### config.mk
export PLATFORM = sky130hd
export DESIGN_NAME = lsb_stego_frame_extractor
export DESIGN_NICKNAME = d
export VERILOG_FILES = /design/src/sv/lsfe_pkg.sv /design/src/sv/lsfe_parse.sv /design/src/sv/lsfe_obuf.sv /design/src/sv/lsb_stego_frame_extractor.sv
export SDC_FILE = /design/constraint.sdc
export NUM_CORES = 1
export LEC_CHECK = 0
export BUFFER_PORTS_ARGS = -buffer_cell sky130_fd_sc_hd__buf_2
export CELL_PAD_IN_SITES_DETAIL_PLACEMENT = 0
export CELL_PAD_IN_SITES_GLOBAL_PLACEMENT = 1
export CORE_MARGIN = 10
export CORE_UTILIZATION = 47
export CTS_CLUSTER_SIZE = 8
export DETAILED_ROUTE_END_ITERATION = 8
export HOLD_SLACK_MARGIN = 0.15
export MAX_ROUTING_LAYER = met4
export PLACE_DENSITY_LB_ADDON = 0.15
export RECOVER_POWER = 50
export SLEW_MARGIN = 25
export SYNTH_ARGS = -nofsm -noshare
export SYNTH_HDL_FRONTEND = slang
export SYNTH_SLANG_ARGS = --single-unit
### constraint.sdc
create_clock -name clock -period 7.9 [get_ports clock]
set_input_delay 0.79 -clock clock [delete_from_list [all_inputs] [get_ports clock]]
set_output_delay 0.79 -clock clock [all_outputs]
set_load 0.01 [all_outputs]
### src/sv/lsfe_pkg.sv
// Shared types and constants for the LSB stego frame extractor.
`default_nettype none
package lsfe_pkg;

   localparam int unsigned VALUE_W   = 32;
   localparam int unsigned SECTION_W = 3;
   localparam int unsigned HDR_LEN_W = 16;
   localparam int unsigned MAGIC_W   = 8;
   localparam int unsigned BITCNT_W  = 5;
   localparam int unsigned CSR_IDX_W = 1;
   localparam int unsigned CSR_DAT_W = 16;

   localparam logic [HDR_LEN_W-1:0] HEADER_LENGTH_RESET = 16'd54;
   localparam logic [MAGIC_W-1:0]   MAGIC_LENGTH_RESET  = 8'd2;

   // Register indexes of the configuration port.
   localparam logic [CSR_IDX_W-1:0] CSR_HEADER_LENGTH = 1'b0;
   localparam logic [CSR_IDX_W-1:0] CSR_MAGIC_LENGTH  = 1'b1;

   // Section codes carried with each result.
   localparam logic [SECTION_W-1:0] SEC_MAGIC    = 3'd0;
   localparam logic [SECTION_W-1:0] SEC_EXT_LEN  = 3'd1;
   localparam logic [SECTION_W-1:0] SEC_EXT_BYTE = 3'd2;
   localparam logic [SECTION_W-1:0] SEC_PAY_LEN  = 3'd3;
   localparam logic [SECTION_W-1:0] SEC_PAY_BYTE = 3'd4;

   localparam logic [BITCNT_W-1:0] BYTE_LAST_BIT = 5'd7;
   localparam logic [BITCNT_W-1:0] WORD_LAST_BIT = 5'd31;

   typedef enum logic [2:0] {
      PH_HEADER   = 3'd0,
      PH_MAGIC    = 3'd1,
      PH_EXTLEN   = 3'd2,
      PH_EXTBYTES = 3'd3,
      PH_PAYLEN   = 3'd4,
      PH_PAYBYTES = 3'd5,
      PH_DONE     = 3'd6
   } phase_type;

   typedef struct packed {
      logic [VALUE_W-1:0]   out_value;
      logic [SECTION_W-1:0] section;
      logic                 last_in_section;
   } result_type;

   typedef struct packed {
      phase_type            phase;
      logic [BITCNT_W-1:0]  bit_count;
      logic [VALUE_W-1:0]   shift_word;
      logic [VALUE_W-1:0]   items_left;
      logic [HDR_LEN_W-1:0] header_left;
   } parse_state_type;

endpackage
`default_nettype wire

### src/sv/lsfe_parse.sv
// Parse state and decode of the hidden bit stream into bytes and length words.
`default_nettype none
module lsfe_parse (
   input  wire logic                            clock,
   input  wire logic                            reset,
   input  wire logic                            accept,
   input  wire logic                            data_bit,
   input  wire logic                            start_of_image,
   input  wire logic [lsfe_pkg::HDR_LEN_W-1:0]  header_length,
   input  wire logic [lsfe_pkg::MAGIC_W-1:0]    magic_length,
   output logic                                 res_valid,
   output lsfe_pkg::result_type                 res
);

   lsfe_pkg::parse_state_type state_ff;
   lsfe_pkg::parse_state_type state_in;
   lsfe_pkg::parse_state_type st;

   // Skip over phases that have nothing left to do.
   function automatic lsfe_pkg::parse_state_type settle(
      input lsfe_pkg::parse_state_type s,
      input logic [lsfe_pkg::MAGIC_W-1:0] mlen
   );
      lsfe_pkg::parse_state_type r;
      r = s;
      if (r.phase == lsfe_pkg::PH_HEADER && r.header_left == '0) begin
         r.phase      = lsfe_pkg::PH_MAGIC;
         r.items_left = {{(lsfe_pkg::VALUE_W-lsfe_pkg::MAGIC_W){1'b0}}, mlen};
      end
      if (r.phase == lsfe_pkg::PH_MAGIC && r.items_left == '0)
         r.phase = lsfe_pkg::PH_EXTLEN;
      if (r.phase == lsfe_pkg::PH_EXTBYTES && r.items_left == '0)
         r.phase = lsfe_pkg::PH_PAYLEN;
      if (r.phase == lsfe_pkg::PH_PAYBYTES && r.items_left == '0)
         r.phase = lsfe_pkg::PH_DONE;
      return r;
   endfunction

   function automatic logic [lsfe_pkg::SECTION_W-1:0] section_of(input lsfe_pkg::phase_type p);
      logic [lsfe_pkg::SECTION_W-1:0] s;
      unique case (p)
         lsfe_pkg::PH_MAGIC:    s = lsfe_pkg::SEC_MAGIC;
         lsfe_pkg::PH_EXTLEN:   s = lsfe_pkg::SEC_EXT_LEN;
         lsfe_pkg::PH_EXTBYTES: s = lsfe_pkg::SEC_EXT_BYTE;
         lsfe_pkg::PH_PAYLEN:   s = lsfe_pkg::SEC_PAY_LEN;
         default:               s = lsfe_pkg::SEC_PAY_BYTE;
      endcase
      return s;
   endfunction

   always_comb begin
      st        = state_ff;
      res_valid = 1'b0;
      res       = '0;
      if (accept) begin
         if (start_of_image) begin
            st.phase       = lsfe_pkg::PH_HEADER;
            st.header_left = header_length;
            st.bit_count   = '0;
            st.shift_word  = '0;
            st.items_left  = '0;
         end
         st = settle(st, magic_length);
         unique case (st.phase)
            lsfe_pkg::PH_HEADER: begin
               st.header_left = st.header_left - 1'b1;
            end
            lsfe_pkg::PH_MAGIC, lsfe_pkg::PH_EXTBYTES, lsfe_pkg::PH_PAYBYTES: begin
               st.shift_word = {st.shift_word[lsfe_pkg::VALUE_W-2:0], data_bit};
               if (st.bit_count != lsfe_pkg::BYTE_LAST_BIT) begin
                  st.bit_count = st.bit_count + 1'b1;
               end else begin
                  st.bit_count = '0;
                  st.items_left = st.items_left - 1'b1;
                  res_valid = 1'b1;
                  res.out_value = {{(lsfe_pkg::VALUE_W-8){1'b0}}, st.shift_word[7:0]};
                  res.section = section_of(st.phase);
                  res.last_in_section = (st.items_left == '0);
                  st.shift_word = '0;
                  if (st.items_left == '0) begin
                     priority if (st.phase == lsfe_pkg::PH_MAGIC)
                        st.phase = lsfe_pkg::PH_EXTLEN;
                     else if (st.phase == lsfe_pkg::PH_EXTBYTES)
                        st.phase = lsfe_pkg::PH_PAYLEN;
                     else
                        st.phase = lsfe_pkg::PH_DONE;
                  end
               end
            end
            lsfe_pkg::PH_EXTLEN, lsfe_pkg::PH_PAYLEN: begin
               st.shift_word = {st.shift_word[lsfe_pkg::VALUE_W-2:0], data_bit};
               if (st.bit_count != lsfe_pkg::WORD_LAST_BIT) begin
                  st.bit_count = st.bit_count + 1'b1;
               end else begin
                  st.bit_count = '0;
                  res_valid = 1'b1;
                  res.out_value = st.shift_word;
                  res.section = section_of(st.phase);
                  res.last_in_section = 1'b1;
                  // A length with the top bit set describes an empty section.
                  st.items_left = st.shift_word[lsfe_pkg::VALUE_W-1] ? '0 : st.shift_word;
                  st.phase = (st.phase == lsfe_pkg::PH_EXTLEN) ? lsfe_pkg::PH_EXTBYTES
                                                               : lsfe_pkg::PH_PAYBYTES;
                  st.shift_word = '0;
                  st = settle(st, magic_length);
               end
            end
            default: begin
            end
         endcase
      end
      state_in = st;
   end

   always_ff @(posedge clock) begin
      if (reset) begin
         state_ff.phase       <= lsfe_pkg::PH_HEADER;
         state_ff.bit_count   <= '0;
         state_ff.shift_word  <= '0;
         state_ff.items_left  <= '0;
         state_ff.header_left <= lsfe_pkg::HEADER_LENGTH_RESET;
      end else begin
         state_ff <= state_in;
      end
   end

endmodule
`default_nettype wire

### src/sv/lsfe_obuf.sv
// Two-entry result buffer: output register plus skid register.
`default_nettype none
module lsfe_obuf (
   input  wire logic                 clock,
   input  wire logic                 reset,
   input  wire logic                 push,
   input  wire lsfe_pkg::result_type push_data,
   output logic                      full,
   output logic                      out_valid,
   output lsfe_pkg::result_type      out_data,
   input  wire logic                 out_stall
);

   logic                 head_valid_ff, head_valid_in;
   logic                 skid_valid_ff, skid_valid_in;
   lsfe_pkg::result_type head_ff, head_in;
   lsfe_pkg::result_type skid_ff, skid_in;
   logic                 pop;

   assign pop = head_valid_ff && !out_stall;

   always_comb begin
      head_valid_in = head_valid_ff;
      skid_valid_in = skid_valid_ff;
      head_in       = head_ff;
      skid_in       = skid_ff;
      if (!head_valid_ff || pop) begin
         if (skid_valid_ff) begin
            head_valid_in = 1'b1;
            head_in       = skid_ff;
            skid_valid_in = 1'b0;
         end else begin
            head_valid_in = push;
            head_in       = push_data;
         end
      end else if (push) begin
         skid_valid_in = 1'b1;
         skid_in       = push_data;
      end
   end

   always_ff @(posedge clock) begin
      if (reset) begin
         head_valid_ff <= 1'b0;
         skid_valid_ff <= 1'b0;
      end else begin
         head_valid_ff <= head_valid_in;
         skid_valid_ff <= skid_valid_in;
      end
      head_ff <= head_in;
      skid_ff <= skid_in;
   end

   assign full      = skid_valid_ff;
   assign out_valid = head_valid_ff;
   assign out_data  = head_ff;

endmodule
`default_nettype wire

### src/sv/lsb_stego_frame_extractor.sv
// Top level of the LSB stego frame extractor: config registers, parser, result buffer.
// Each result is registered in the result buffer before it reaches the rsp_ ports.
// Throughput: one item per cycle unless req_stall; parse state updates per accepted item.
// The two-entry result buffer lets an item enter while a finished result still waits.
// Reset (synchronous, active high) restores header_length 54, magic_length 2, the header
// skip phase with 54 bytes to skip, and empties the result buffer.
`default_nettype none
module lsb_stego_frame_extractor (
   input  wire logic                              clock,
   input  wire logic                              reset,
   input  wire logic                              csr_write_enable,
   input  wire logic [lsfe_pkg::CSR_IDX_W-1:0]    csr_index,
   input  wire logic [lsfe_pkg::CSR_DAT_W-1:0]    csr_write_data,
   input  wire logic                              req_valid,
   output logic                                   req_stall,
   input  wire logic [7:0]                        req_image_byte,
   input  wire logic                              req_start_of_image,
   output logic                                   rsp_valid,
   input  wire logic                              rsp_stall,
   output logic [lsfe_pkg::VALUE_W-1:0]           rsp_out_value,
   output logic [lsfe_pkg::SECTION_W-1:0]         rsp_section,
   output logic                                   rsp_last_in_section
);

   logic [lsfe_pkg::HDR_LEN_W-1:0] header_length_ff;
   logic [lsfe_pkg::MAGIC_W-1:0]   magic_length_ff;
   logic                           req_accept;
   logic                           res_valid;
   lsfe_pkg::result_type           res;
   lsfe_pkg::result_type           rsp_data;
   logic                           buf_full;

   // Configuration registers; write only while the block is idle (not enforced here).
   always_ff @(posedge clock) begin
      if (reset) begin
         header_length_ff <= lsfe_pkg::HEADER_LENGTH_RESET;
         magic_length_ff  <= lsfe_pkg::MAGIC_LENGTH_RESET;
      end else if (csr_write_enable) begin
         unique case (csr_index)
            lsfe_pkg::CSR_HEADER_LENGTH: header_length_ff <= csr_write_data;
            lsfe_pkg::CSR_MAGIC_LENGTH:  magic_length_ff  <= csr_write_data[lsfe_pkg::MAGIC_W-1:0];
            default: begin
            end
         endcase
      end
   end

   // The input side stalls only when both buffer entries hold results.
   assign req_stall  = buf_full;
   assign req_accept = req_valid && !req_stall;

   // Only bit 0 of each image byte carries hidden data.
   lsfe_parse u_parse (
      .clock          (clock),
      .reset          (reset),
      .accept         (req_accept),
      .data_bit       (req_image_byte[0]),
      .start_of_image (req_start_of_image),
      .header_length  (header_length_ff),
      .magic_length   (magic_length_ff),
      .res_valid      (res_valid),
      .res            (res)
   );

   lsfe_obuf u_obuf (
      .clock     (clock),
      .reset     (reset),
      .push      (res_valid),
      .push_data (res),
      .full      (buf_full),
      .out_valid (rsp_valid),
      .out_data  (rsp_data),
      .out_stall (rsp_stall)
   );

   assign rsp_out_value       = rsp_data.out_value;
   assign rsp_section         = rsp_data.section;
   assign rsp_last_in_section = rsp_data.last_in_section;

   // A result is only ever produced by an accepted item.
   a_res_needs_accept: assert property (@(posedge clock) disable iff (reset)
      res_valid |-> req_accept)
      else $error("result produced without an accepted item");

   // The skid entry is only occupied behind a waiting output.
   a_skid_behind_head: assert property (@(posedge clock) disable iff (reset)
      buf_full |-> rsp_valid)
      else $error("skid entry holds a result while output is empty");

   // A start-of-image byte with a nonzero header is always skipped.
   a_start_in_header: assert property (@(posedge clock) disable iff (reset)
      (req_accept && req_start_of_image && header_length_ff != '0) |-> !res_valid)
      else $error("result produced by first header byte");

   // Length words always close their section.
   a_len_is_last: assert property (@(posedge clock) disable iff (reset)
      (res_valid && (res.section == lsfe_pkg::SEC_EXT_LEN ||
                     res.section == lsfe_pkg::SEC_PAY_LEN)) |-> res.last_in_section)
      else $error("length word not marked last in section");

endmodule
`default_nettype wire
After elaboration in Yosys (flattened, before gate mapping). Cells that the tools add are included.

Flip-flop bits (word level): 185. Input port bits: 31. Output and inout port bits: 38. Word-level logic and storage cells: 113.

Add/sub/neg operators: 3. Equality and inequality tests: 13. Multiplexer cells: 53. Bitwise gates (word level): 2. Reduce and logical (&&, ||, !) cells: 27.

Operators with widths (number): two-way mux 32 bit (6); two-way mux 88 bit (2); one-hot mux 72 bit (2 select lines) (1); two-way mux 36 bit (3); zero test 32 bit (3); two-way mux 80 bit (1); two-way mux 3 bit (26); one-hot mux 36 bit (2 select lines) (1); two-way mux 64 bit (1); one-hot mux 16 bit (2 select lines) (1); subtractor 32 x 1 -> 32 bit (second input constant) (1); two-way mux 31 bit (1); zero test 16 bit (1); subtractor 16 x 1 -> 16 bit (second input constant) (1); == test 3 x 2 -> 1 bit (second input constant) (4); == test 3 bit (second input constant) (4); two-way mux 12 bit (1); one-hot mux 3 bit (4 select lines) (1); logical AND 1 bit (10); two-way mux 5 bit (2); == test 3 x 1 -> 1 bit (second input constant) (3); zero test 3 bit (3); AND reduction 2 bit (3); adder 5 x 1 -> 5 bit (second input constant) (1); other kinds (10) (17).

Depth between registers and ports, before layout. Gate-level depths: netlist (run 1).

Depth after elaboration: 44. Mapped depth: 27. Mapped depth without buffers: 19.

By module. From an unflattened synthesis (run 1), not the netlist that was laid out.

Cells, all modules: 1111. Area, all modules: 10567.6 µm².

Modules (own cells, without submodules): lsfe_parse (times used 1, cells an instance 890, area each 6725.2 µm², sequential area each 1741.7 µm²); lsfe_obuf (times used 1, cells an instance 119, area each 2811.4 µm², sequential area each 2202.1 µm²); lsb_stego_frame_extractor (times used 1, cells an instance 102, area each 1031.0 µm², sequential area each 480.5 µm²).

Worst setup path before layout (run 1). Ideal clock, no wire load.

Path kind: in2reg. Start point: in req_start_of_image. End point: reg u_obuf.skid_ff[0] (netlist name) (enable). Setup time: 429 ps. Arrival: 6413 ps. Required time: 7471 ps. Setup slack: 1058 ps. Stages: 22. Path buffers: 8. Path through: buf_6 buf_6 clkbuf_1 buf_2 mux2i_1 ha_1 o21a_1 nand4_4 buf_6 buf_6 and3_1 a21oi_1 ha_1 clkbuf_1 nand2_1 or2_1 clkbuf_1 o211ai_1 nand3_1 nand2_1 nand2_1 nor2_1.

Cells in the longest elaborated chain, start to end: 23. Elaborated cells on any way between the ends: 36. Those cells by class: eq/ne (10); mux (16); reduce/logical (10).

RTL lines: start, declared (line lsb_stego_frame_extractor.sv:17) `input wire logic req_start_of_image,`; two-way mux 88 bit * (line lsfe_parse.sv:56) `if (start_of_image) begin`; two-way mux 88 bit * (line lsfe_parse.sv:55) `if (accept) begin`; zero test 16 bit or zero test 3 bit (tied branches) (line lsfe_parse.sv:26) `if (r.phase == lsfe_pkg::PH_HEADER && r.header_left == '0) begin`; logical AND 1 bit (line lsfe_parse.sv:26); two-way mux 32 bit or two-way mux 3 bit (tied branches) (line lsfe_parse.sv:26); two-way mux 32 bit or two-way mux 3 bit (tied branches) (line lsfe_parse.sv:55); zero test 32 bit or == test 3 x 1 -> 1 bit (tied branches) (line lsfe_parse.sv:30, lsfe_parse.sv:32, lsfe_parse.sv:34); logical AND 1 bit (line lsfe_parse.sv:30) `if (r.phase == lsfe_pkg::PH_MAGIC && r.items_left == '0)`; [... 7 more ...]; logical AND 1 bit (line lsfe_parse.sv:34) `if (r.phase == lsfe_pkg::PH_PAYBYTES && r.items_left == '0)`; two-way mux 3 bit (line lsfe_parse.sv:34); two-way mux 3 bit (line lsfe_parse.sv:55); == test 3 bit (tied with other cells) (line lsfe_parse.sv:64) `unique case (st.phase)`; OR reduction 3 bit or OR reduction 2 bit (tied branches) (line lsfe_parse.sv:64); one-hot mux 1 bit (2 select lines) * (line lsfe_parse.sv:64); two-way mux 1 bit * (line lsfe_parse.sv:55); AND reduction 2 bit (no line) *; end signal, assigned (line lsfe_obuf.sv:51) `skid_ff <= skid_in;`; end, declared (line lsfe_obuf.sv:17) `lsfe_pkg::result_type skid_ff, skid_in;`.

Mark *: on every way between the ends. The rest lies on a longest branch, timed or not. The select of a mux whose other input is x is not followed. A chain may end at the register's enable or synchronous reset.

Final worst setup path (run 1).
Start point: in req_start_of_image. End point: reg u_parse.state_ff[46] (netlist name).

Cells in the longest elaborated chain, start to end: 28. Elaborated cells on any way between the ends: 43. Those cells by class: add/sub (1); eq/ne (10); mux (21); reduce/logical (11).

RTL lines: two-way mux 88 bit * (line lsfe_parse.sv:56); two-way mux 88 bit * (line lsfe_parse.sv:55); zero test 16 bit or zero test 3 bit (tied branches) (line lsfe_parse.sv:26); logical AND 1 bit (line lsfe_parse.sv:26); two-way mux 32 bit or two-way mux 3 bit (tied branches) (line lsfe_parse.sv:26); two-way mux 32 bit or two-way mux 3 bit (tied branches) (line lsfe_parse.sv:55); zero test 32 bit or == test 3 x 1 -> 1 bit (tied branches) (line lsfe_parse.sv:30, lsfe_parse.sv:32, lsfe_parse.sv:34); logical AND 1 bit (line lsfe_parse.sv:30); [... 12 more ...]; zero test 3 bit (line lsfe_parse.sv:26); logical AND 1 bit (line lsfe_parse.sv:26); two-way mux 32 bit (line lsfe_parse.sv:26); two-way mux 32 bit (line lsfe_parse.sv:92) `if (st.bit_count != lsfe_pkg::WORD_LAST_BIT) begin`; two-way mux 32 bit (line lsfe_parse.sv:64); two-way mux 32 bit (line lsfe_parse.sv:55); two-way mux 80 bit (line lsfe_parse.sv:92); one-hot mux 72 bit (2 select lines) * (line lsfe_parse.sv:64); end signal, assigned (line lsfe_parse.sv:123) `state_ff <= state_in;`; end, declared (line lsfe_parse.sv:15) `lsfe_pkg::parse_state_type state_ff;`.

Marks and branches as above.

==> summary.md, run 1 <==
| Metric | Value |
|---|---|
| Status | finished with violations |
| Failing checks | max-capacitance violations, max-slew violations |
| Final ANT Viol Nets | 0 |
| Max-Cap Viols | 3 |
| Total power | roughly 2.2 mW |
| Synth Area in XOR/XNOR | slightly above 2% |
| Adder-cell share of the synthesized area | less than 1% |
| N_diodes | 0 |
| DR vias | 9,282 |
| Post-synth net total | between 1,000 and 1,500 |
| Register area share after synthesis | around 43% |
| Clock sinks | 185 |
| Routed length per instance | about 21 µm |
| Via density | 6.25 |
| Tcrit/Tclk final | between 80% and 90% |
| Clk pin slew, worst setup/hold paths | approximately 0.080 ns |
| Setup Buffers After CTS | 0 |
| Vert. Die Dim | approximately 170 µm |
| Max VDD drop | about 150 µV |
| Slew Limit Headroom | -194% |
| Slew @ Worst Pin | about 4.4 ns |
| Placed cell count | ~1,500 |
| Logic pwr share | between 10 and 15% |
| Buffers and inverters on the worst path | 3 |
| Initial antenna violation count | 0 |
| Num ports | just under 70 |
| Hold path startpoint | u_parse.state_ff[0]$_SDFFE_PP0P_ |
| Crit path DAT | roughly 7 ns |
| Pint | ~1.5 mW |
| Post-Syn Area | 0.0104 mm² |
| Pleak | roughly 4.2 nW |
| Crit path capture type | flop |
| Row cnt | 54 |
| Die W | about 170 µm |
| Clock buffer depth | 2 |
| Number of global-route vias before repair | between 8,000 and 9,000 |
| Total GRT Usage | between 20% and 30% |
| Crit-path cells | buf_4 > mux2i_1 > ha_1 > o21ai_0 > nor4_4 > a21oi_1 > ha_1 > nand2_1 > or2_0 > o211ai_1 > nand3_1 > nand2_1 > clkbuf_1 > o21ai_2 > clkbuf_1 > a22oi_1 > nor2_1 |
| Pre-CTS setup slack | roughly 1.7 ns |
| PwrDens | about 190 mW/mm² |
| DPL Wire Length | roughly 21,000 µm |
| Fraction of registers with async set/reset | 0% |
| Final Skew | roughly 0.019 ns |
| Final net count | ~1,200 |
| Cell count after synthesis | approximately 1,200 |
| Ys flop type | dfxtp_1 |
| RD Place Congestion | 0.931 |
| Combinational family with the most area after synthesis | simple AND/OR/NAND/NOR gates |
| Area Growth Syn to Fin | 9.47% |
| Post-CTS resize count | 0 |
| Port bufs | around 60 |
| CTS Root Cell | clkbuf_16 |
| Number of buffers created by CTS | 17 |
| First-pass GRT wire length | 48,700 µm |
| Overflow after GRT | 0 |
| Fin area | 0.0114 mm² |
| Final setup TNS | 0 ns |
| Simple-Gate Fraction of Synth Area | approximately a quarter |
| Synthesis warning total | 0 |
| # setup viols final | 0 |
| Skew-Pair Late Insertion Delay | approximately 0.44 ns |
| DRC Markers | 0 |
| Post-synth EDFFs | 72 |
| CTS Hold Bufs | 0 |
| Critical Path Source Type | input port |
| Layout cell share with drive strength beyond 1 | roughly 9.0% |
| CP peak stage delay | a little under 0.9 ns |
| Proportion of power drawn by flip-flops and latches | a little under half |
| Drt first-iter violations | 984 |
| Worst Hold Class | flop to flop |
| Largest fanout on the critical path | between 40 and 50 |
| Final Critical Period | about 6.6 ns |
| Hold Violations, Final | 0 |
| Mux cell area share after synthesis | 3.16% |
| CP Launch Point | req_start_of_image |
| CTS tree | done |
| Worst setup margin | 1.26 ns |
| Fin cells | ~1,500 |
| Max-slew violations | about 180 |
| Hold WS | ~0.46 ns |
| Core Area | about 0.022 mm² |
| Synth cell types | around 90 |
| CP required | 8.22 ns |
| Fmax | 151 MHz |
| Initial core utilization | a little under half |
| Syn Area/Cell | just under 9 µm² |
| Placed inst area | between 0.01 and 0.015 mm² |
| First-pass detailed-route iteration total | 6 |
| Die Footprint | between 0.02 and 0.03 mm² |
| FF+latch count, synth | 185 |
| Largest net degree at the start of global routing | between 90 and 100 |
| Crit-path leading delay family | simple AND/OR/NAND/NOR gates |
| Compound-Gate Fraction of Synth Area | between 20% and 30% |
| Critical R2R Launch | header_length_ff[0]$_SDFFE_PP0P_ |
| Slowest CP cell | clkbuf_1 |
| Net load switching power | approximately 0.63 mW |
| Clock Power Share | 42.3% |
| Setup Crit Path Kind | input port to flop |
| Unrepaired setup endpoints after global routing | false |
| Sw Share | a little under 30% |
| Routed wire length | 30,700 µm |
| H-tree levels | 4 |
| Core Util, Final | between 50% and 60% |
Yosys cell counts, types with 4 or more instances:
cell       count  area (µm²)
a21oi_1       69         345
xor2_1        11        96.3
or4_1          9        67.6
o21a_1         5        37.5
nand3_1       32         160
clkbuf_1      66         248
nor4_2         5        62.6
nor3_1        41         205
buf_6          4        45.0
ha_1           8         100
nand3b_1       7        52.6
o211ai_1      10        75.1
o22ai_1       20         125
nor2_1       159         597
and2_1        11        68.8
a22oi_1       32         240
inv_1         12        45.0
a21o_1        31         233
a211o_1        4        35.0
nor2b_1       11        68.8
a211oi_1      10        75.1
a31oi_1       10        62.6
nand2b_1      11        68.8
mux2i_1       21         210
dfxtp_1      113        2260
a41oi_1        5        43.8
nand4_1       12        75.1
nor4_1        20         125
edfxtp_1      72        2160
buf_2         17        85.1
nand2_1      129         484
o21ai_0       45         225
o2bb2ai_1      6        52.6
and3_1        13        81.3
or2_2          4        25.0
a22o_1         7        61.3
a32oi_1       28         245
xnor2_1       13         114
o31ai_1        8        60.1
or3_1          9        56.3
o21ai_1        4        20.0
registers in the layout, summed over array words and instances, names as in the netlist:
name and flops:
u_parse.state_ff 87, u_obuf.out_data 36, u_obuf.skid_ff 36, header_length_ff 16, magic_length_ff 8, u_obuf.full 1, u_obuf.out_valid 1
layout by cell type (no fill, tap or decap), types with 13 or more instances in the layout:
cell	count
o21ai_0	47
mux2i_1	21
clkbuf_16	17
buf_4	15
a21oi_1	69
nand2_1	129
xnor2_1	13
o22ai_1	20
a21o_1	31
nor4_1	20
clkbuf_1	42
a22oi_1	32
nand4_1	13
buf_2	22
dfxtp_1	113
a32oi_1	28
and3_1	13
nor2_1	159
nand3_1	32
nor3_1	41
edfxtp_1	72
logic make-up after synthesis:
logic type | Yosys count
multiplexers | 28
adder cells (fa/ha/maj) | 8
buffers and inverters | 105
XOR/XNOR | 24
AND/OR/NAND/NOR | 498
AO/OA/AOI/OAI | 340
flip-flops | 185
power by group through the flow:
| stage | registers (mW) | logic [mW] | clock network, mW |
|---|---|---|---|
| detailed placement | 1.04 | 0.235 | 0 |
| finish | 1.02 | 0.238 | 0.920 |
| CTS | 1.02 | 0.236 | 0.939 |
| global placement | 1.04 | 0.235 | 0 |
| floorplan | 1.03 | 0.180 | 0 |
| global route | 1.02 | 0.261 | 0.983 |
cell type report:
| type | count | area, µm² |
|---|---|---|
| Clock buffer | 17 | 425 |
| Tap cell | 280 | 350 |
| Sequential cell | 185 | 4420 |
| Fill cell | 2075 | 10400 |
| Timing Repair Buffer | 79 | 380 |
| Inverter | 12 | 45.0 |
| Multi-Input combinational cell | 898 | 5520 |
| Clock inverter | 15 | 223 |
metal layers:
layer,GRT usage (%),share of wire [%]
met3,5.19,8.0
met1,31.4,49
met5,-,0
met2,29.6,42
met4,4.43,1.1
tightest hold or removal path, stage by stage (launching register included):
cell and delay, ns:
dfxtp_1 0.31, nand2_1 0.05, a21oi_1 0.05
worst paths after layout:
kind / endpoint / slack (ns) / cells after the start
setup / recovery: u_parse.state_ff[46]$_SDFFE_PP0P_ / 1.26 / 17
setup reg to reg: u_parse.state_ff[46]$_SDFFE_PP0P_ / 1.87 / 16
hold / removal: u_parse.state_ff[0]$_SDFFE_PP0P_ / 0.46 / 2
hold reg to reg: u_parse.state_ff[0]$_SDFFE_PP0P_ / 0.46 / 2
Power figures use the tool's default switching activity.
==> run 2: changes to the inputs <==
==> constraint.sdc (replaced) <==
create_clock -name clock -period 6.65 [get_ports clock]
set_input_delay 0.665 -clock clock [delete_from_list [all_inputs] [get_ports clock]]
set_output_delay 0.665 -clock clock [all_outputs]
set_load 0.01 [all_outputs]
==> run 2 against run 1 <==
The run still ends with max-capacitance violations, max-slew violations left. Flip-flop and latch count stayed put. Critical path depth is 1 lower. Combinational power is 21% higher. First-iteration DRC count is 0.30% higher. Wire length is 0.78% higher. Die area stayed put. Register-to-register slack worse by 0.65 ns. Clock power is 14% higher. Largest power group unchanged. Sequential share of layout area is 0.089 points lower.
==> summary.md, run 2 (same netlist as run 1, synthesis figures left out) <==
| Metric | Value |
|---|---|
| Status | finished with violations |
| Failing checks | max-capacitance violations, max-slew violations |
| Area of the multi-input gates | 0.00556 mm² (+0.63%) |
| Initial antenna violation count | 0 (unchanged) |
| PwrDens | 223 mW/mm² (+17%) |
| Via density | 6.34 (+1.4%) |
| Worst setup margin | 0.808 ns (-0.454 ns) |
| Total GRT Usage | 21.9% (+0.30 points) |
| Vert. Die Dim | 169 µm (unchanged) |
| Max FFs per register | 87 (unchanged) |
| Setup Crit Path Kind | input port to flop |
| Max VDD drop | 161 µV (+5.9%) |
| CTS Root Cell | clkbuf_16 |
| Final net count | 1,235 (+0.24%) |
| Worst Hold End | header_length_ff[11]$_SDFFE_PP0P_ |
| Most common cell after layout, fill and taps aside | nor2_1 |
| Hold Path Cell Cnt | 3 (+1) |
| Placed cell count | 1,457 (+0.21%) |
| First-pass detailed-route iteration total | 5 (-1) |
| Drt first-iter violations | 987 (+0.30%) |
| Num ports | 69 (unchanged) |
| DRC Markers | 0 (unchanged) |
| Worst Hold Class | input port to flop |
| Max-Cap Viols | 4 (+1) |
| Die Footprint | 0.0284 mm² (unchanged) |
| Clk pin slew, worst setup/hold paths | 0.08 ns (about the same) |
| Worst R2R End | u_obuf.out_data[12]$_DFFE_PP_ |
| Unrepaired setup endpoints after global routing | false |
| Hold Violations, Final | 0 (unchanged) |
| Hold path startpoint | csr_write_data[11] |
| H-tree levels | 4 (unchanged) |
| Fillers | 2,106 (+1.5%) |
| DPL Wire Length | 21,600 µm (+0.83%) |
| Core Area | 0.0218 mm² (unchanged) |
| R2R depth | 15 (-1) |
| Row cnt | 54 (unchanged) |
| Fmax | between 150 and 200 MHz |
| Critical Path Source Type | input port |
| FF+latch area | 0.00442 mm² (unchanged) |
| Routed length per instance | 20.8 µm (+0.58%) |
| CP required | 6.85 ns (-1.37 ns) |
| CTS Hold Bufs | 0 (unchanged) |
| Port bufs | 61 (unchanged) |
| Most frequent cells in the layout | 158 x nor2_1, 129 x nand2_1, 113 x dfxtp_1 |
| # setup viols final | 0 (unchanged) |
| N_diodes | 0 (unchanged) |
| Final setup TNS | 0 ns (unchanged) |
| First-pass GRT wire length | 49,400 µm (+1.6%) |
| Skew-Pair Late Insertion Delay | 0.45 ns (about the same) |
| R2R Setup Slk | 1.22 ns (-0.65 ns) |
| Critical R2R Launch | header_length_ff[0]$_SDFFE_PP0P_ |
| Number of global-route vias before repair | 8,798 (+3.5%) |
| Number of buffers created by CTS | 17 (unchanged) |
| Max-slew violations | 197 (+12%) |
| Clock buffer depth | 2 (unchanged) |
| Pre-CTS setup slack | 0.828 ns (-0.903 ns) |
| Initial core utilization | 47.8% (unchanged) |
| Pleak | 4.23 nW (+0.34%) |
| Hold WS | 0.452 ns (-0.00291 ns) |
| Final Critical Period | between 5 and 6 ns |
| Fin cells | 1,489 (+0.20%) |
| Slew @ Worst Pin | 2.75 ns (-1.67 ns) |
| Post-CTS resize count | 0 (unchanged) |
| Clock sinks | 185 (unchanged) |
| Die W | 169 µm (unchanged) |
| Layout cell share with drive strength beyond 1 | 9.76% (+0.72 points) |
| Area Growth Syn to Fin | 9.72% |
| Tcrit/Tclk final | around 88% |
| Largest fanout on the critical path | 37 (-16%) |
| Setup Buffers After CTS | 0 (unchanged) |
| Final Skew | 0.0174 ns (-0.00109 ns) |
| Crit path DAT | 6.05 ns (-0.91 ns) |
| RD Place Congestion | 0.925 (-0.59%) |
| Overflow after GRT | 0 (unchanged) |
| CTS tree | done |
| Crit path capture type | flop |
| Routed wire length | 30,900 µm (+0.78%) |
| Biggest register | u_parse.state_ff |
| Slew Limit Headroom | -83.1% (+110 points) |
| Final ANT Viol Nets | 0 (unchanged) |
| DR vias | 9,434 (+1.6%) |
| Largest net degree at the start of global routing | 66 (-31%) |
run 2: layout make-up:
| class | instances | share of cell area, % |
|---|---|---|
| Inverter | 12 | 0.395 |
| Sequential cell | 185 | 38.8 |
| Multi-Input combinational cell | 898 | 48.8 |
| Clock inverter | 15 | 1.65 |
| Tap cell | 280 | 3.07 |
| Timing Repair Buffer | 82 | 3.57 |
| Clock buffer | 17 | 3.73 |
run 2: per-stage QoR:
step / power (mW) / util (%) / instance area [µm²]
2_1_floorplan: 1.43 / - / 10400
3_3_place_gp: 1.51 / 49.9 / 10800
3_5_place_dp: 1.51 / 49.9 / 10800
4_1_cts: 2.56 / 52.7 / 11500
5_1_grt: 2.64 / 52.4 / 11400
6_report: 2.55 / 52.4 / 11400
run 2: worst max-delay path: stages:
cell and delay, ns:
buf_4 0.38, mux2i_1 0.41, ha_1 0.29, o21ai_1 0.27, nor4_4 0.49, a21oi_1 0.18, ha_1 0.27, buf_4 0.18
nand2_1 0.22, or2_0 0.60, o211ai_1 0.27, and3_1 0.36, nand2_1 0.10, clkbuf_1 0.89, nor2_1 0.21, a21o_1 0.21
run 2: worst max path at each step:
stage	startpoint	to	slack, ns	depth (start not counted)
finish	req_start_of_image	u_obuf.out_data[12]$_DFFE_PP_	0.81	16
global route	req_start_of_image	u_obuf.out_data[26]$_DFFE_PP_	0.43	16
CTS	req_start_of_image	u_obuf.skid_ff[16]$_DFFE_PP_	1.30	17
detailed placement	req_start_of_image	u_obuf.skid_ff[16]$_DFFE_PP_	0.83	17
global placement	req_start_of_image	u_obuf.skid_ff[18]$_DFFE_PP_	0.91	17
floorplan	req_start_of_image	u_obuf.skid_ff[0]$_DFFE_PP_	0.52	22
run 2: where the power goes:
part / switching [mW] / leakage, nW / internal, mW / total [mW]
sequential: 0.0239 / 1.61 / 1.18 / 1.21
combinational: 0.190 / 2.32 / 0.0966 / 0.287
clock: 0.538 / 0.298 / 0.516 / 1.05
total: 0.752 / 4.23 / 1.79 / 2.55
run 2: layer usage:
layer,GRT usage [%],wire length [µm],vias up
li1,-,-,4466
met5,-,0,-
met2,30.2,13000,362
met3,4.15,2370,37
met4,6.06,496,0
met1,31.8,15000,4569
==> run 3: changes to the inputs <==
--- a/config.mk
+++ b/config.mk
@@ -6,10 +6,10 @@
 export NUM_CORES = 1
 export LEC_CHECK = 0
 export BUFFER_PORTS_ARGS = -buffer_cell sky130_fd_sc_hd__buf_2
-export CELL_PAD_IN_SITES_DETAIL_PLACEMENT = 0
-export CELL_PAD_IN_SITES_GLOBAL_PLACEMENT = 1
+export CELL_PAD_IN_SITES_DETAIL_PLACEMENT = 1
+export CELL_PAD_IN_SITES_GLOBAL_PLACEMENT = 2
 export CORE_MARGIN = 10
-export CORE_UTILIZATION = 47
+export CORE_UTILIZATION = 38
 export CTS_CLUSTER_SIZE = 8
 export DETAILED_ROUTE_END_ITERATION = 8
 export HOLD_SLACK_MARGIN = 0.15
==> run 3 against run 2 <==
The run still ends with max-capacitance violations, max-slew violations left. Clock skew decreased by 0.0064 ns. Register-to-register slack worse by 0.05 ns. Core utilization shrank 9.9 points. Largest power group unchanged. Sequential power about the same. Global-route usage down 1.1 points. Combinational power about the same.
==> summary.md, run 3 (same netlist as run 1, synthesis figures left out) <==
| Metric | Value |
|---|---|
| Hold path startpoint | csr_write_data[15] |
| Met2 Routed Length | 16,700 µm (+28%) |
| Slew Limit Headroom | -196% (-110 points) |
| CP required | 6.77 ns (-0.08 ns) |
| DRC Markers | 0 (unchanged) |
| Vert. Die Dim | 185 µm (+9.9%) |
| RD Place Congestion | 0.937 (+1.3%) |
| First-pass GRT wire length | 54,200 µm (+9.6%) |
| Clock Power Share | 41.4% (about the same) |
| Core Util, Final | 42.5% (-9.9 points) |
| Overflow after GRT | 0 (unchanged) |
| Area Growth Syn to Fin | 10.3% |
| Sw Share | 27.6% (-1.9 points) |
| Die W | 185 µm (+9.9%) |
| Crit path DAT | 5.95 ns (-0.10 ns) |
| WL met3 | 1480 µm (-37%) |
| Critical Path Source Type | input port |
| Slew @ Worst Pin | 4.44 ns (+1.69 ns) |
| Die Footprint | 0.0344 mm² (+21%) |
| Worst Hold Class | input port to flop |
| Hold WS | 0.452 ns (-0.000239 ns) |
| H-tree levels | 4 (unchanged) |
| Proportion of power drawn by flip-flops and latches | 47.3% (about the same) |
| Final net count | 1,239 (+0.32%) |
| Most frequent cells in the layout | 158 x nor2_1, 128 x nand2_1, 113 x dfxtp_1 |
| Final Critical Period | 5.83 ns (-0.00801 ns) |
| Top Layer Used | met4 |
| Routed length per instance | 22.1 µm (+6.6%) |
| Final Skew | 0.0110 ns (-0.00638 ns) |
| Max-Cap Viols | 3 (-1) |
| Drt first-iter violations | 613 (-38%) |
| Clk pin slew, worst setup/hold paths | 0.07 ns (about the same) |
| Largest net degree at the start of global routing | 94 (+42%) |
| CTS tree | done |
| # setup viols final | 0 (unchanged) |
| CTS Root Cell | clkbuf_16 |
| Post-CTS resize count | 0 (unchanged) |
| Unrepaired setup endpoints after global routing | false |
| PwrDens | 223 mW/mm² (-0.33%) |
| Clock buffer depth | 2 (unchanged) |
| Failing checks | max-capacitance violations, max-slew violations |
| Net load switching power | 0.705 mW (-6.3%) |
| Critical R2R Launch | u_parse.state_ff[87]$_SDFFE_PP0P_ |
| Core Area | 0.0270 mm² (+24%) |
| Fillers | 3,228 (+53%) |
| Layout cell share with drive strength beyond 1 | 9.56% (-0.20 points) |
| Total power | 2.55 mW (+0.24%) |
| N_diodes | 0 (unchanged) |
| Total GRT Usage | 20.7% (-1.1 points) |
| Setup Crit Path Kind | input port to flop |
| Fmax | 171 MHz (+0.14%) |
| DR vias | 9,283 (-1.6%) |
| Via density | 5.97 (-5.7%) |
| Crit path capture type | flop |
| R2R Setup Slk | 1.17 ns (-0.05 ns) |
| Hold Violations, Final | 0 (unchanged) |
| Tcrit/Tclk final | 87.7% (-0.12 points) |
| Row cnt | 60 (+11%) |
| CP Launch Point | req_start_of_image |
| Met1 wire length | 15,100 µm (+0.20%) |
| Biggest register | u_parse.state_ff |
| Pre-CTS setup slack | 0.662 ns (-0.166 ns) |
| Max-slew violations | 174 (-12%) |
| Max FFs per register | 87 (unchanged) |
| DPL Wire Length | 24,300 µm (+13%) |
| Logic pwr share | 11.3% (about the same) |
| Skew-Pair Late Insertion Delay | 0.45 ns (about the same) |
| Status | finished with violations |
| Num ports | 69 (unchanged) |
| Routed wire length | 34,400 µm (+11%) |
| Pleak | 4.24 nW (about the same) |
| Max VDD drop | 171 µV (+6.1%) |
| Pint | 1.85 mW (+3.0%) |
| Setup Buffers After CTS | 0 (unchanged) |
| CTS Hold Bufs | 0 (unchanged) |
| Final ANT Viol Nets | 0 (unchanged) |
| Largest fanout on the critical path | 34 (-8.1%) |
| Final setup TNS | 0 ns (unchanged) |
| First-pass detailed-route iteration total | 5 (unchanged) |
| Worst setup margin | 0.816 ns (+0.00801 ns) |
| Most common cell after layout, fill and taps aside | nor2_1 |
| Number of global-route vias before repair | 9,339 (+6.1%) |
| Initial core utilization | 38.5% (-9.2 points) |
| Initial antenna violation count | 0 (unchanged) |
| Number of buffers created by CTS | 17 (unchanged) |
| Clock sinks | 185 (unchanged) |
| Port bufs | 61 (unchanged) |
[run 3: cell count changes in the layout (fill, tap and decap cells not counted), sizes merged]
cell,previous run,this run
bufinv,0,2
inv,20,18
clkbuf,58,61
clkinvlp,0,1
buf,41,44
clkinv,7,4
[run 3: final timing paths]
kind / depth (start not counted) / endpoint
setup reg to reg: 16 / u_parse.state_ff[86]$_SDFFE_PP0P_
hold reg to reg: 2 / u_parse.state_ff[0]$_SDFFE_PP0P_
setup / recovery: 18 / u_parse.state_ff[86]$_SDFFE_PP0P_
hold / removal: 3 / header_length_ff[15]$_SDFFE_PP0P_
[run 3: routing by layer]
metal	track usage, %	vias to the layer above
met3	3.64	46
met4	8.16	0
met1	25.4	4576
li1	-	4479
met2	33.4	182
met5	-	-
[run 3: power by group through the flow]
| stage | Combinational, mW | Sequential (mW) | Clock (mW) |
|---|---|---|---|
| 2_1_floorplan | 0.214 | 1.22 | 0 |
| 3_3_place_gp | 0.287 | 1.23 | 0 |
| 3_5_place_dp | 0.289 | 1.23 | 0 |
| 4_1_cts | 0.291 | 1.21 | 1.09 |
| 5_1_grt | 0.320 | 1.21 | 1.12 |
| 6_report | 0.289 | 1.21 | 1.06 |
[run 3: per-stage QoR]
step	cells	instance area, µm²
after floorplan	1188	10400
after global placement	1522	11000
after detailed placement	1522	11000
after CTS	1554	11500
after global routing	1554	11500
final	1554	11500
[run 3: worst max-delay path, stage by stage]
cell	delay [ns]
buf_4	0.36
buf_4	0.33
nor4b_2	0.34
o21a_1	0.32
nand4_1	0.38
and3_1	0.33
a21oi_1	0.22
ha_1	0.47
nand2b_1	0.18
or3_1	0.57
nor2_1	0.40
a211o_1	0.19
o21ai_0	0.16
or2_2	0.33
ha_1	0.28
o21ai_0	0.09
a31oi_1	0.19
a311oi_1	0.11
[run 3: final cells by class]
cell class | count | area [µm²] | area share, %
Clock buffer | 19 | 433 | 3.78
Clock inverter | 13 | 161 | 1.41
Inverter | 12 | 45.0 | 0.393
Multi-Input combinational cell | 898 | 5540 | 48.3
Sequential cell | 185 | 4420 | 38.6
Tap cell | 341 | 427 | 3.72
Timing Repair Buffer | 86 | 434 | 3.79
